### src/design/amr_pkg.sv
`timescale 1ns / 1ps
// ----------------------------------------------------------------------------
// amr_pkg
// Shared field types, operation codes and status codes of the reachability
// block.
// ----------------------------------------------------------------------------
package amr_pkg;

	localparam int KIND_W   = 2;
	localparam int VTX_W    = 4;
	localparam int STATUS_W = 2;
	localparam int COUNT_W  = 9;
	localparam int VCOUNT_W = 5;

	typedef logic [KIND_W-1:0]   kind_t;
	typedef logic [VTX_W-1:0]    vtx_t;
	typedef logic [STATUS_W-1:0] status_t;
	typedef logic [COUNT_W-1:0]  count_t;
	typedef logic [VCOUNT_W-1:0] vcount_t;

	localparam kind_t KIND_INSERT = 2'd0;
	localparam kind_t KIND_REMOVE = 2'd1;
	localparam kind_t KIND_QUERY  = 2'd2;

	localparam status_t STATUS_DONE    = 2'd0;
	localparam status_t STATUS_PRESENT = 2'd1;
	localparam status_t STATUS_ABSENT  = 2'd2;

	localparam vcount_t VCOUNT_RESET = 5'd16;

endpackage

### src/design/amr_channels.sv
`timescale 1ns / 1ps
// ----------------------------------------------------------------------------
// amr channels
// Valid/ready channels of the reachability block: request, response and
// vertex count configuration.
// ----------------------------------------------------------------------------
interface amr_req_if import amr_pkg::*; ();
	logic  valid;
	logic  ready;
	kind_t kind;
	vtx_t  from_vertex;
	vtx_t  to_vertex;

	modport source (output valid, kind, from_vertex, to_vertex, input ready);
	modport sink   (input valid, kind, from_vertex, to_vertex, output ready);
endinterface

interface amr_rsp_if import amr_pkg::*; ();
	logic    valid;
	logic    ready;
	status_t status;
	logic    path_found;
	count_t  edge_total;

	modport source (output valid, status, path_found, edge_total, input ready);
	modport sink   (input valid, status, path_found, edge_total, output ready);
endinterface

interface amr_cfg_if import amr_pkg::*; ();
	logic    valid;
	logic    ready;
	vcount_t vertex_count;

	modport source (output valid, vertex_count, input ready);
	modport sink   (input valid, vertex_count, output ready);
endinterface

### src/design/amr_row_mem.sv
`timescale 1ns / 1ps
// ----------------------------------------------------------------------------
// amr_row_mem
// Adjacency row memory: one write port, one read port with registered data.
// A row never written since reset reads as all zero.
// ----------------------------------------------------------------------------
module amr_row_mem #(
	parameter int VERTICES = 16
) (
	input  logic                        clk,
	input  logic                        arst_n,
	input  logic                        rd_en,
	input  logic [$clog2(VERTICES)-1:0] rd_addr,
	output logic [VERTICES-1:0]         rd_data,
	input  logic                        wr_en,
	input  logic [$clog2(VERTICES)-1:0] wr_addr,
	input  logic [VERTICES-1:0]         wr_data
);

	logic [VERTICES-1:0] mem [VERTICES];
	logic [VERTICES-1:0] row_valid_q;
	logic [VERTICES-1:0] rd_data_q;
	logic                rd_hit_q;

	always_ff @(posedge clk) begin
		if (wr_en) begin
			mem[wr_addr] <= wr_data;
		end
		if (rd_en) begin
			rd_data_q <= mem[rd_addr];
		end
	end

	always_ff @(posedge clk or negedge arst_n) begin
		if (!arst_n) begin
			row_valid_q <= '0;
			rd_hit_q    <= 1'b0;
		end else begin
			if (wr_en) begin
				row_valid_q[wr_addr] <= 1'b1;
			end
			if (rd_en) begin
				rd_hit_q <= row_valid_q[rd_addr];
			end
		end
	end

	assign rd_data = rd_hit_q ? rd_data_q : '0;

endmodule

### src/design/adjacency_matrix_reachability.sv
`timescale 1ns / 1ps
// ----------------------------------------------------------------------------
// adjacency_matrix_reachability
// Directed graph on a bit adjacency matrix with edge insert, edge remove and
// path query.
// ----------------------------------------------------------------------------
// One request is in work at a time; a new request is taken while the last
// response still waits. Insert and remove read the row, write it back and
// load the response. A query grows the reached set one vertex at a time
// (issue the row read, merge the row) through the single read port of the
// row memory. No clearing pass after reset: rows carry valid bits and read
// as empty until written.
module adjacency_matrix_reachability import amr_pkg::*; #(
	parameter int VERTICES = 16
) (
	input  logic      clk,
	input  logic      arst_n,
	amr_cfg_if.sink   cfg,
	amr_req_if.sink   req,
	amr_rsp_if.source rsp
);

	localparam int IW = $clog2(VERTICES);
	localparam int EW = (IW > VTX_W ? IW : VTX_W) + 1;

	typedef enum logic [2:0] {
		ST_IDLE,
		ST_EDGE,
		ST_PICK,
		ST_MERGE,
		ST_FINISH
	} state_t;

	state_t              state_q;
	kind_t               kind_q;
	logic [IW-1:0]       u_idx_q;
	logic [IW-1:0]       v_idx_q;
	logic                v_in_q;
	logic [VERTICES-1:0] reached_q;
	logic [VERTICES-1:0] expanded_q;
	count_t              count_q;
	vcount_t             vcount_q;
	status_t             res_status_q;
	logic                res_found_q;
	logic                rsp_valid_q;
	status_t             rsp_status_q;
	logic                rsp_found_q;
	count_t              rsp_total_q;

	logic [EW-1:0]       u_ext;
	logic [EW-1:0]       v_ext;
	logic                u_in;
	logic                v_in;
	logic [VERTICES-1:0] allowed;
	logic [VERTICES-1:0] pending;
	logic [VERTICES-1:0] pick_onehot;
	logic [IW-1:0]       pick_idx;
	logic [VERTICES-1:0] bit_mask;
	logic                row_bit;
	logic                req_take;
	logic                rsp_free;

	logic                mem_rd_en;
	logic [IW-1:0]       mem_rd_addr;
	logic [VERTICES-1:0] mem_rd_data;
	logic                mem_wr_en;
	logic [VERTICES-1:0] mem_wr_data;

	assign u_ext = EW'(req.from_vertex);
	assign v_ext = EW'(req.to_vertex);
	assign u_in  = u_ext < EW'(VERTICES);
	assign v_in  = v_ext < EW'(VERTICES);

	assign req.ready = (state_q == ST_IDLE);
	assign req_take  = req.valid && req.ready;
	assign cfg.ready = 1'b1;
	assign rsp_free  = !rsp_valid_q || rsp.ready;

	// Only neighbours below the configured count are followed.
	always_comb begin
		for (int i = 0; i < VERTICES; i++) begin
			allowed[i] = EW'(i) < EW'(vcount_q);
		end
	end

	// Lowest reached vertex whose row has not been merged yet.
	assign pending     = reached_q & ~expanded_q;
	assign pick_onehot = pending & (~pending + VERTICES'(1));
	always_comb begin
		pick_idx = '0;
		for (int i = 0; i < VERTICES; i++) begin
			pick_idx = pick_idx | (pick_onehot[i] ? IW'(i) : '0);
		end
	end

	assign bit_mask = VERTICES'(1) << v_idx_q;
	assign row_bit  = mem_rd_data[v_idx_q];

	always_comb begin
		mem_rd_en   = 1'b0;
		mem_rd_addr = pick_idx;
		if (req_take) begin
			mem_rd_en   = 1'b1;
			mem_rd_addr = u_ext[IW-1:0];
		end else if (state_q == ST_PICK && pending != '0) begin
			mem_rd_en = 1'b1;
		end
	end

	assign mem_wr_en = (state_q == ST_EDGE) &&
		((kind_q == KIND_INSERT && !row_bit) || (kind_q == KIND_REMOVE && row_bit));
	assign mem_wr_data = (kind_q == KIND_INSERT) ? (mem_rd_data | bit_mask)
	                                             : (mem_rd_data & ~bit_mask);

	amr_row_mem #(
		.VERTICES(VERTICES)
	) u_row_mem (
		.clk     (clk),
		.arst_n  (arst_n),
		.rd_en   (mem_rd_en),
		.rd_addr (mem_rd_addr),
		.rd_data (mem_rd_data),
		.wr_en   (mem_wr_en),
		.wr_addr (u_idx_q),
		.wr_data (mem_wr_data)
	);

	always_ff @(posedge clk or negedge arst_n) begin
		if (!arst_n) begin
			state_q      <= ST_IDLE;
			kind_q       <= KIND_INSERT;
			u_idx_q      <= '0;
			v_idx_q      <= '0;
			v_in_q       <= 1'b0;
			reached_q    <= '0;
			expanded_q   <= '0;
			count_q      <= '0;
			vcount_q     <= VCOUNT_RESET;
			res_status_q <= STATUS_DONE;
			res_found_q  <= 1'b0;
			rsp_valid_q  <= 1'b0;
			rsp_status_q <= STATUS_DONE;
			rsp_found_q  <= 1'b0;
			rsp_total_q  <= '0;
		end else begin
			if (cfg.valid && cfg.ready) begin
				vcount_q <= cfg.vertex_count;
			end
			if (rsp_valid_q && rsp.ready) begin
				rsp_valid_q <= 1'b0;
			end

			unique case (state_q)
				ST_IDLE: begin
					if (req_take) begin
						kind_q       <= req.kind;
						u_idx_q      <= u_ext[IW-1:0];
						v_idx_q      <= v_ext[IW-1:0];
						v_in_q       <= v_in;
						res_status_q <= STATUS_DONE;
						res_found_q  <= 1'b0;
						unique case (req.kind) inside
							KIND_INSERT, KIND_REMOVE: begin
								if (u_in && v_in) begin
									state_q <= ST_EDGE;
								end else begin
									res_status_q <= STATUS_ABSENT;
									state_q      <= ST_FINISH;
								end
							end
							KIND_QUERY: begin
								// Start a fresh search from the origin.
								reached_q  <= '0;
								expanded_q <= '0;
								if (req.from_vertex == req.to_vertex) begin
									res_found_q <= 1'b1;
									state_q     <= ST_FINISH;
								end else if (!u_in) begin
									state_q <= ST_FINISH;
								end else begin
									reached_q <= VERTICES'(1) << u_ext[IW-1:0];
									state_q   <= ST_PICK;
								end
							end
							default: begin
								state_q <= ST_FINISH;
							end
						endcase
					end
				end
				ST_EDGE: begin
					if (kind_q == KIND_INSERT) begin
						if (row_bit) begin
							res_status_q <= STATUS_PRESENT;
						end else begin
							count_q <= count_q + COUNT_W'(1);
						end
					end else begin
						if (!row_bit) begin
							res_status_q <= STATUS_ABSENT;
						end else begin
							count_q <= count_q - COUNT_W'(1);
						end
					end
					state_q <= ST_FINISH;
				end
				ST_PICK: begin
					if (pending == '0) begin
						res_found_q <= v_in_q && reached_q[v_idx_q];
						state_q     <= ST_FINISH;
					end else begin
						expanded_q <= expanded_q | pick_onehot;
						state_q    <= ST_MERGE;
					end
				end
				ST_MERGE: begin
					reached_q <= reached_q | (mem_rd_data & allowed);
					state_q   <= ST_PICK;
				end
				ST_FINISH: begin
					// Hold the result until the response register frees up.
					if (rsp_free) begin
						rsp_valid_q  <= 1'b1;
						rsp_status_q <= res_status_q;
						rsp_found_q  <= res_found_q;
						rsp_total_q  <= count_q;
						state_q      <= ST_IDLE;
					end
				end
				default: begin
					state_q <= ST_IDLE;
				end
			endcase
		end
	end

	assign rsp.valid      = rsp_valid_q;
	assign rsp.status     = rsp_status_q;
	assign rsp.path_found = rsp_found_q;
	assign rsp.edge_total = rsp_total_q;

endmodule

### src/flat_wrapper.sv
// flat-port wrapper written by rule: the top's interface ports become plain ports
module adjacency_matrix_reachability_flat import amr_pkg::*;
#(
	parameter int VERTICES = 16
)
  (clk, arst_n, cfg_valid, cfg_vertex_count, cfg_ready, req_valid, req_kind, req_from_vertex, req_to_vertex, req_ready, rsp_valid, rsp_status, rsp_path_found, rsp_edge_total, rsp_ready);
  amr_cfg_if cfg_i ();
  amr_req_if req_i ();
  amr_rsp_if rsp_i ();
  input  logic clk;
  input  logic arst_n;
  input wire logic [$bits(cfg_i.valid)-1:0] cfg_valid;
  input wire logic [$bits(cfg_i.vertex_count)-1:0] cfg_vertex_count;
  output wire logic [$bits(cfg_i.ready)-1:0] cfg_ready;
  input wire logic [$bits(req_i.valid)-1:0] req_valid;
  input wire logic [$bits(req_i.kind)-1:0] req_kind;
  input wire logic [$bits(req_i.from_vertex)-1:0] req_from_vertex;
  input wire logic [$bits(req_i.to_vertex)-1:0] req_to_vertex;
  output wire logic [$bits(req_i.ready)-1:0] req_ready;
  output wire logic [$bits(rsp_i.valid)-1:0] rsp_valid;
  output wire logic [$bits(rsp_i.status)-1:0] rsp_status;
  output wire logic [$bits(rsp_i.path_found)-1:0] rsp_path_found;
  output wire logic [$bits(rsp_i.edge_total)-1:0] rsp_edge_total;
  input wire logic [$bits(rsp_i.ready)-1:0] rsp_ready;
  assign cfg_i.valid = cfg_valid;
  assign cfg_i.vertex_count = cfg_vertex_count;
  assign cfg_ready = cfg_i.ready;
  assign req_i.valid = req_valid;
  assign req_i.kind = req_kind;
  assign req_i.from_vertex = req_from_vertex;
  assign req_i.to_vertex = req_to_vertex;
  assign req_ready = req_i.ready;
  assign rsp_valid = rsp_i.valid;
  assign rsp_status = rsp_i.status;
  assign rsp_path_found = rsp_i.path_found;
  assign rsp_edge_total = rsp_i.edge_total;
  assign rsp_i.ready = rsp_ready;
  adjacency_matrix_reachability #(.VERTICES(VERTICES)) u_core (.clk(clk), .arst_n(arst_n), .cfg(cfg_i), .req(req_i), .rsp(rsp_i));
endmodule
### config.mk
export PLATFORM = sky130hd
export DESIGN_NAME = adjacency_matrix_reachability_flat
export DESIGN_NICKNAME = d
export VERILOG_FILES = /design/src/design/amr_pkg.sv /design/src/design/amr_channels.sv /design/src/design/amr_row_mem.sv /design/src/design/adjacency_matrix_reachability.sv /design/src/flat_wrapper.sv
export SDC_FILE = /design/constraint.sdc
export NUM_CORES = 1
export LEC_CHECK = 0
export ABC_AREA = 1
export BUFFER_PORTS_ARGS = -buffer_cell sky130_fd_sc_hd__clkbuf_2
export CORE_MARGIN = 5
export CORE_UTILIZATION = 57
export DETAILED_ROUTE_END_ITERATION = 8
export HOLD_SLACK_MARGIN = 0.05
export PLACE_DENSITY = 0.81
export SKIP_LAST_GASP = 1
export SYNTH_ARGS = -nofsm -noshare
export SYNTH_HDL_FRONTEND = slang
export SYNTH_SLANG_ARGS = --single-unit
### constraint.sdc
create_clock -name clk -period 2.6 [get_ports clk]
set_input_delay 0.52 -clock clk [delete_from_list [all_inputs] [get_ports clk]]
set_output_delay 0.52 -clock clk [all_outputs]
set_load 0.01 [all_outputs]
Yosys cells after proc, flatten, opt, wreduce, memory -nomap -nowiden --
Memory sizes are Yosys's and may differ from the RTL's. A register that Yosys moved wholly into a read port is not among the register bits. Cells that the tools add are included.
Cells by class: $add $sub $neg 3, multipliers 0, order comparisons 22, muxes and demuxes 65, equality and inequality tests 16, bitwise operators 25, div/mod/pow operators 0, shift-type cells 2, reduce and logical (&&, ||, !) cells 31
Operator list (count):
- two-way mux 16 bit | 9
- AND 16 bit | 4
- bitwise OR 16 bit | 4
- one-hot mux 16 bit (2 select lines) | 2
- bitwise OR 4 bit | 14
- NOT 16 bit | 3
- < comparator 4 x 5 -> 1 bit, first input constant | 8
- two-way mux 4 bit | 9
- left shift 1 x 4 -> 16 bit, first input constant | 2
- two-way mux 3 bit | 10
- two-way mux 9 bit | 3
- < comparator 4 x 5 -> 1 bit, second input constant | 5
- < comparator 3 x 5 -> 1 bit, first input constant | 4
- adder 16 x 1 -> 16 bit, second input constant | 1
- zero test 16 bit | 1
- two-way mux 1 bit | 16
- two-way mux 2 bit | 8
- nonzero test 16 bit | 1
- one-hot mux 3 bit (5 select lines) | 1
- binary-select mux 1 bit (select 4 bit) | 3
- < comparator 1 x 5 -> 1 bit, first input constant | 2
- < comparator 2 x 5 -> 1 bit, first input constant | 2
- inequality test 2 bit, second input constant | 5
- adder 9 x 1 -> 9 bit, second input constant | 1
- 25 further kinds | 46
Word-level totals: memories 1, bits in latches 0, input bits 20, flip-flop bits (word level) 93, memory bits (read-only) 0, logic and storage cells 182, bits in writable memories 256, output and inout bits 15
Memories:
- u_core.u_row_mem.mem | depth 16, width 16, read ports 1, clocked after memory_dff 1, write ports 1, RTL line amr_row_mem.sv:20 | logic [VERTICES-1:0] mem [VERTICES];

Logic depth before layout (Yosys ltp) --
depth after elaboration 23, depth in mapped cells 18, depth with buffers taken out 17

Cells and area by module --
Synthesis repeated with hierarchy kept, for this count alone.
Unflattened totals: cell total of the unflattened synthesis 1571, area total of the unflattened synthesis 16425.8 um^2
Modules (own cells, without submodules):
- amr_row_mem | times used 1, sequential area each 8593.2 um^2, cells each 893, area each 11503.5 um^2
- adjacency_matrix_reachability | times used 1, sequential area each 1903.1 um^2, cells each 678, area each 4922.2 um^2

Worst setup path before layout --
OpenSTA, ideal clock, no wires.
kind reg-to-reg, start register u_core.v_idx_q[0], end memory u_core.u_row_mem.mem[0][0] (enable), clock period less this slack 2751 ps, required time 2212 ps, slack -151 ps, setup time 388 ps, arrival time 2362 ps, buffers on the path 1, cell stages (with the launch flop) 12, path through dfrtp_1 nor2_1 buf_2 a21oi_1 o2111ai_1 o211ai_1 nand2_1 inv_1 o21ai_2 o21a_1 nand3_2 nor2_1
On the way: word-level cells in the longest chain between the ends 8, elaborated cells on any way between the ends 9, classes of those cells 4 x mux; 5 x reduce/logical
RTL lines:
- from (decl) | RTL line adjacency_matrix_reachability.sv:37 | logic [IW-1:0] v_idx_q;
- from (signal assigned) | RTL line adjacency_matrix_reachability.sv:158 | v_idx_q <= v_ext[IW-1:0];
- binary-select mux 1 bit (select 4 bit) * | RTL line adjacency_matrix_reachability.sv:97 | assign row_bit = mem_rd_data[v_idx_q];
- two-way mux 1 bit (not written as such) * | RTL line adjacency_matrix_reachability.sv:97
- zero test 1 bit | RTL line adjacency_matrix_reachability.sv:111 | ((kind_q == KIND_INSERT && !row_bit) || (kind_q == KIND_REMOVE && row_bit));
- logical AND 1 bit | RTL line adjacency_matrix_reachability.sv:111
- logical OR 1 bit * | RTL line adjacency_matrix_reachability.sv:111
- logical AND 1 bit * | RTL line adjacency_matrix_reachability.sv:110 | assign mem_wr_en = (state_q == ST_EDGE) &&
- two-way mux 1 bit * | RTL line amr_row_mem.sv:26 | if (wr_en) begin
- two-way mux 1 bit (not written as such) * | RTL line amr_row_mem.sv:27 | mem[wr_addr] <= wr_data;
- to (decl) | RTL line amr_row_mem.sv:20
Mark *: on every way between the ends. The rest lies on a longest branch, timed or not. The select of a mux whose other input is x is not followed.

Worst setup path in the final report --
start register u_core.reached_q[6], end register u_core.u_row_mem.rd_data_q[5], read port of u_core.u_row_mem.mem, data pin
On the way: word-level cells in the longest chain between the ends 16, elaborated cells on any way between the ends 29, classes of those cells 1 x add/sub; 13 x mux; 13 x bitwise; 2 x reduce/logical
RTL lines:
- from (decl) | RTL line adjacency_matrix_reachability.sv:39 | logic [VERTICES-1:0] reached_q;
- from (signal assigned) | RTL line adjacency_matrix_reachability.sv:181 | reached_q <= VERTICES'(1) << u_ext[IW-1:0];
- from (signal assigned) | RTL line adjacency_matrix_reachability.sv:217 | reached_q <= reached_q | (mem_rd_data & allowed);
- AND 16 bit * | RTL line adjacency_matrix_reachability.sv:87 | assign pending = reached_q & ~expanded_q;
- NOT 16 bit | RTL line adjacency_matrix_reachability.sv:88 | assign pick_onehot = pending & (~pending + VERTICES'(1));
- adder 16 x 1 -> 16 bit | RTL line adjacency_matrix_reachability.sv:88
- AND 16 bit | RTL line adjacency_matrix_reachability.sv:88
- two-way mux 3 bit | RTL line adjacency_matrix_reachability.sv:92 | pick_idx = pick_idx | (pick_onehot[i] ? IW'(i) : '0);
- bitwise OR 4 bit (10 in a row) | RTL line adjacency_matrix_reachability.sv:92
- two-way mux 4 bit | RTL line adjacency_matrix_reachability.sv:102 | if (req_take) begin
- to (decl) | RTL line amr_row_mem.sv:22 | logic [VERTICES-1:0] rd_data_q;
Mark *: on every way between the ends. The rest lies on a longest branch, timed or not. A chain may end at the register's enable or synchronous reset.

==> qor.yml <==
cts:
  clockBufferDepth: 3
  path_clk_slew_ps: 60
  clkLatencyLatePin_ps: 550
  cts_tree: "built"
  htree_levels: 2
  cts_buffers: 39
  clock-sinks: 365
  clock-root-buffer: "clkbuf_16"
timing:
  final-max-slew-violation-count: 0
  min_period_ps: 2650
  tightest_slew_ps: 841
  fmax_mhz: 377
  grt_setup_unrepaired: "true"
  final_hold_viol_count: 0
  relSlewSlack: 0.438
  timing.final.crit_share: 1.02
  setup_viol: 11
  setup_ws_ps: -51.6
  fin_skew_ps: 21.7
synthesis:
  synth_edf_count: 272
  syn_area_per_cell_um2: 10.2
  synth_largest_area_cell: "edfxtp_1"
  synth_compound_area_frac: 0.0747
  synthArstFlopShare: 0.255
  synth_area_um2: 16400
  synth-seq-area-share: 0.640
  ys_ff_latch: 365
  synthTopCellsByArea: "edfxtp_1, dfrtp_1, nand2_1"
  synth_top_area_frac: 0.498
  syn_inst: 1612
  synth_top_family_by_area: "simple AND/OR/NAND/NOR gates"
  ys_types: 55
  synth_common_cells: "nand2_1, edfxtp_1, nand3_1, nor2_1, inv_1"
  synthesis.nets: 1640
  synth_adder_area_share: 0.00656
  yosysMostFrequentCell: "nand2_1"
  synthSimpleGateAreaFrac: 0.210
  yosys.area_share.xor_xnor: 0.00481
  yosysWarnings: 0
  synth_ff_type: "edfxtp_1"
  synth_mux_area_frac: 0.00481
finish:
  fin_nets: 1796
  layout-drive-gt1-share: 0.196
  post-route-util: 0.696
  area_growth_pct: 21.1
  diodes: 0
  multi_input_area_um2: 5290
  final_cells: 2182
  layout.area.seq_um2: 10500
  fillers: 1999
worst_setup_path:
  cp-start-kind: "flip-flop"
  path_common_cell: "nand2_2"
  slowest_stage: "dfrtp_1"
  cp_cell_sequence: "nand2_2 > nand2_2 > nor2_4 > nand2_2 > nor2_4 > nor2_2 > buf_4 > nand4_4 > nand2_8 > buf_6 > clkbuf_16 > o21ai_0 > nand3_1 > nand3_1 > nand2_1"
  cp.required_ps: 2880
  critPathMaxStageDelay_ps: 430
  crit_type: "reg2reg"
  worstPathArrival_ps: 2930
  endpoint_kind: "flip-flop"
  critPathMaxFanout: 11
die:
  start_util: 0.574
  fp.dieW_um: 180
  rows: 62
  num_io_pins: 35
  dieHeight_um: 180
  core_area_um2: 28500
  die_area_um2: 32300
global_route:
  antenna_found_initial: 0
  grt_pass1_vias: 12694
  grt_overflow: 0
  grt_use_total: 0.275
  grt_pass1_wl_um: 70200
  grt_max_degree: 52
routing:
  via_count: 13074
  first_iter_violations: 1667
  drc: 0
  drt-total-wl_um: 48000
  first_pass_iters: 5
  ant_nets: 0
  vias_per_cell: 5.99
  wl_per_cell_um: 22.0
hold_path:
  hp-class: "in2reg"
placement:
  portBuffers: 33
  gp_congestion: 0.922
  place_ws_ps: -24.8
  dp_hpwl_um: 30000
  dp.cells: 2080
run_status:
  outcome: "complete, but fails checks"
  failed_checks: "setup timing"
flow_run:
  drv_cap: 0
==> per-stage QoR <==
| step | setup TNS (ps) | area, um^2 | hold slack (ps) |
|---|---|---|---|
| finish | -287 | 19900 | 194 |
| floorplan | -38630 | 16400 | 224 |
| detailed placement | -298 | 17800 | 447 |
| CTS | -440 | 19100 | 187 |
| global placement | 0 | 17800 | 439 |
| global route | -3240 | 19900 | 207 |
==> cell families (layout without fill, tap and decap cells) <==
| family | after synthesis | in the layout |
|---|---|---|
| other cells | 1 | 1 |
| fa+ha+maj | 8 | 8 |
| mux | 7 | 7 |
| simple gates | 793 | 794 |
| flops | 365 | 365 |
| xor+xnor | 9 | 9 |
| buf+inv | 207 | 392 |
| compound gates | 222 | 222 |
==> registers in the layout, indices dropped and copies added (netlist names), 3 cells and up <==
| register | count |
|---|---|
| u_core.u_row_mem.mem | 256 |
| u_core.expanded_q | 16 |
| u_core.reached_q | 16 |
| u_core.u_row_mem.rd_data_q | 16 |
| u_core.u_row_mem.row_valid_q | 16 |
| u_core.count_q | 9 |
| u_core.rsp.edge_total | 9 |
| u_core.vcount_q | 5 |
| u_core.u_idx_q | 4 |
| u_core.v_idx_q | 4 |
| u_core.state_q | 3 |
==> routing by layer <==
layer	track usage	vias up	wire [um]
li1	-	5826	-
met1	0.362	6221	17300
met2	0.458	867	23200
met3	0.0509	160	5310
met4	0.107	0	2170
met5	0	-	0
==> path summary, 6_finish.rpt <==
kind / start / endpoint / slack (ps) / cells after the start
max in group asynchronous: arst_n / u_core.vcount_q[4]$_DFFE_PN1P_ / 1330 / 3
hold / removal: cfg_vertex_count[4] / u_core.vcount_q[4]$_DFFE_PN1P_ / 190 / 3
min in group asynchronous: arst_n / u_core.rsp.edge_total[1]$_DFFE_PN0P_ / 540 / 2
hold reg to reg: u_core.u_row_mem.row_valid_q[7]$_DFFE_PN0P_ / u_core.u_row_mem.row_valid_q[7]$_DFFE_PN0P_ / 460 / 2
setup / recovery: u_core.reached_q[6]$_DFFE_PN0P_ / u_core.u_row_mem.rd_data_q[5]$_DFFE_PP_ / -50 / 15
setup reg to reg: u_core.reached_q[6]$_DFFE_PN0P_ / u_core.u_row_mem.rd_data_q[5]$_DFFE_PP_ / -50 / 15
==> layout make-up <==
class                           instances  share of cell area
Inverter                              135              0.0256
Timing Repair Buffer                  186              0.0917
Tap cell                              384              0.0242
Sequential cell                       365               0.529
Clock inverter                         23              0.0120
Clock buffer                           48              0.0514
Multi-Input combinational cell       1041               0.266
==> worst max-delay path, delay by kind of cell, from the launching register on <==
kind / cells / cell delay (ps)
compound gates: 1 / 240
buf+inv: 3 / 470
flops: 1 / 430
simple gates: 11 / 1260
==> cell usage in the layout, fill, tap and decap left out, drive strengths merged, types with 9 or more instances in the layout <==
master and n:
dfrtp 92, nand2 410, nor3 9, o22ai 9, o21ai 141, clkbuf 85, clkinv 17, edfxtp 272
nor2 143, a21oi 39, buf 147, inv 137, nand3 220
==> what timing repair did <==
| action | 4_1_cts | 5_1_grt |
|---|---|---|
| gates cloned | 1 | 11 |
| buffers inserted | 2 | 16 |
| resized for setup | 2 | 115 |
| setup endpoints to repair | 33 | 291 |
| endpoints found under the hold margin | 42 | 0 |
| hold buffers | 1 | 0 |
| pin swaps | 1 | 25 |
Power is not shown: default switching activity piles up to over one toggle a cycle in this logic, so the estimate is an artifact.
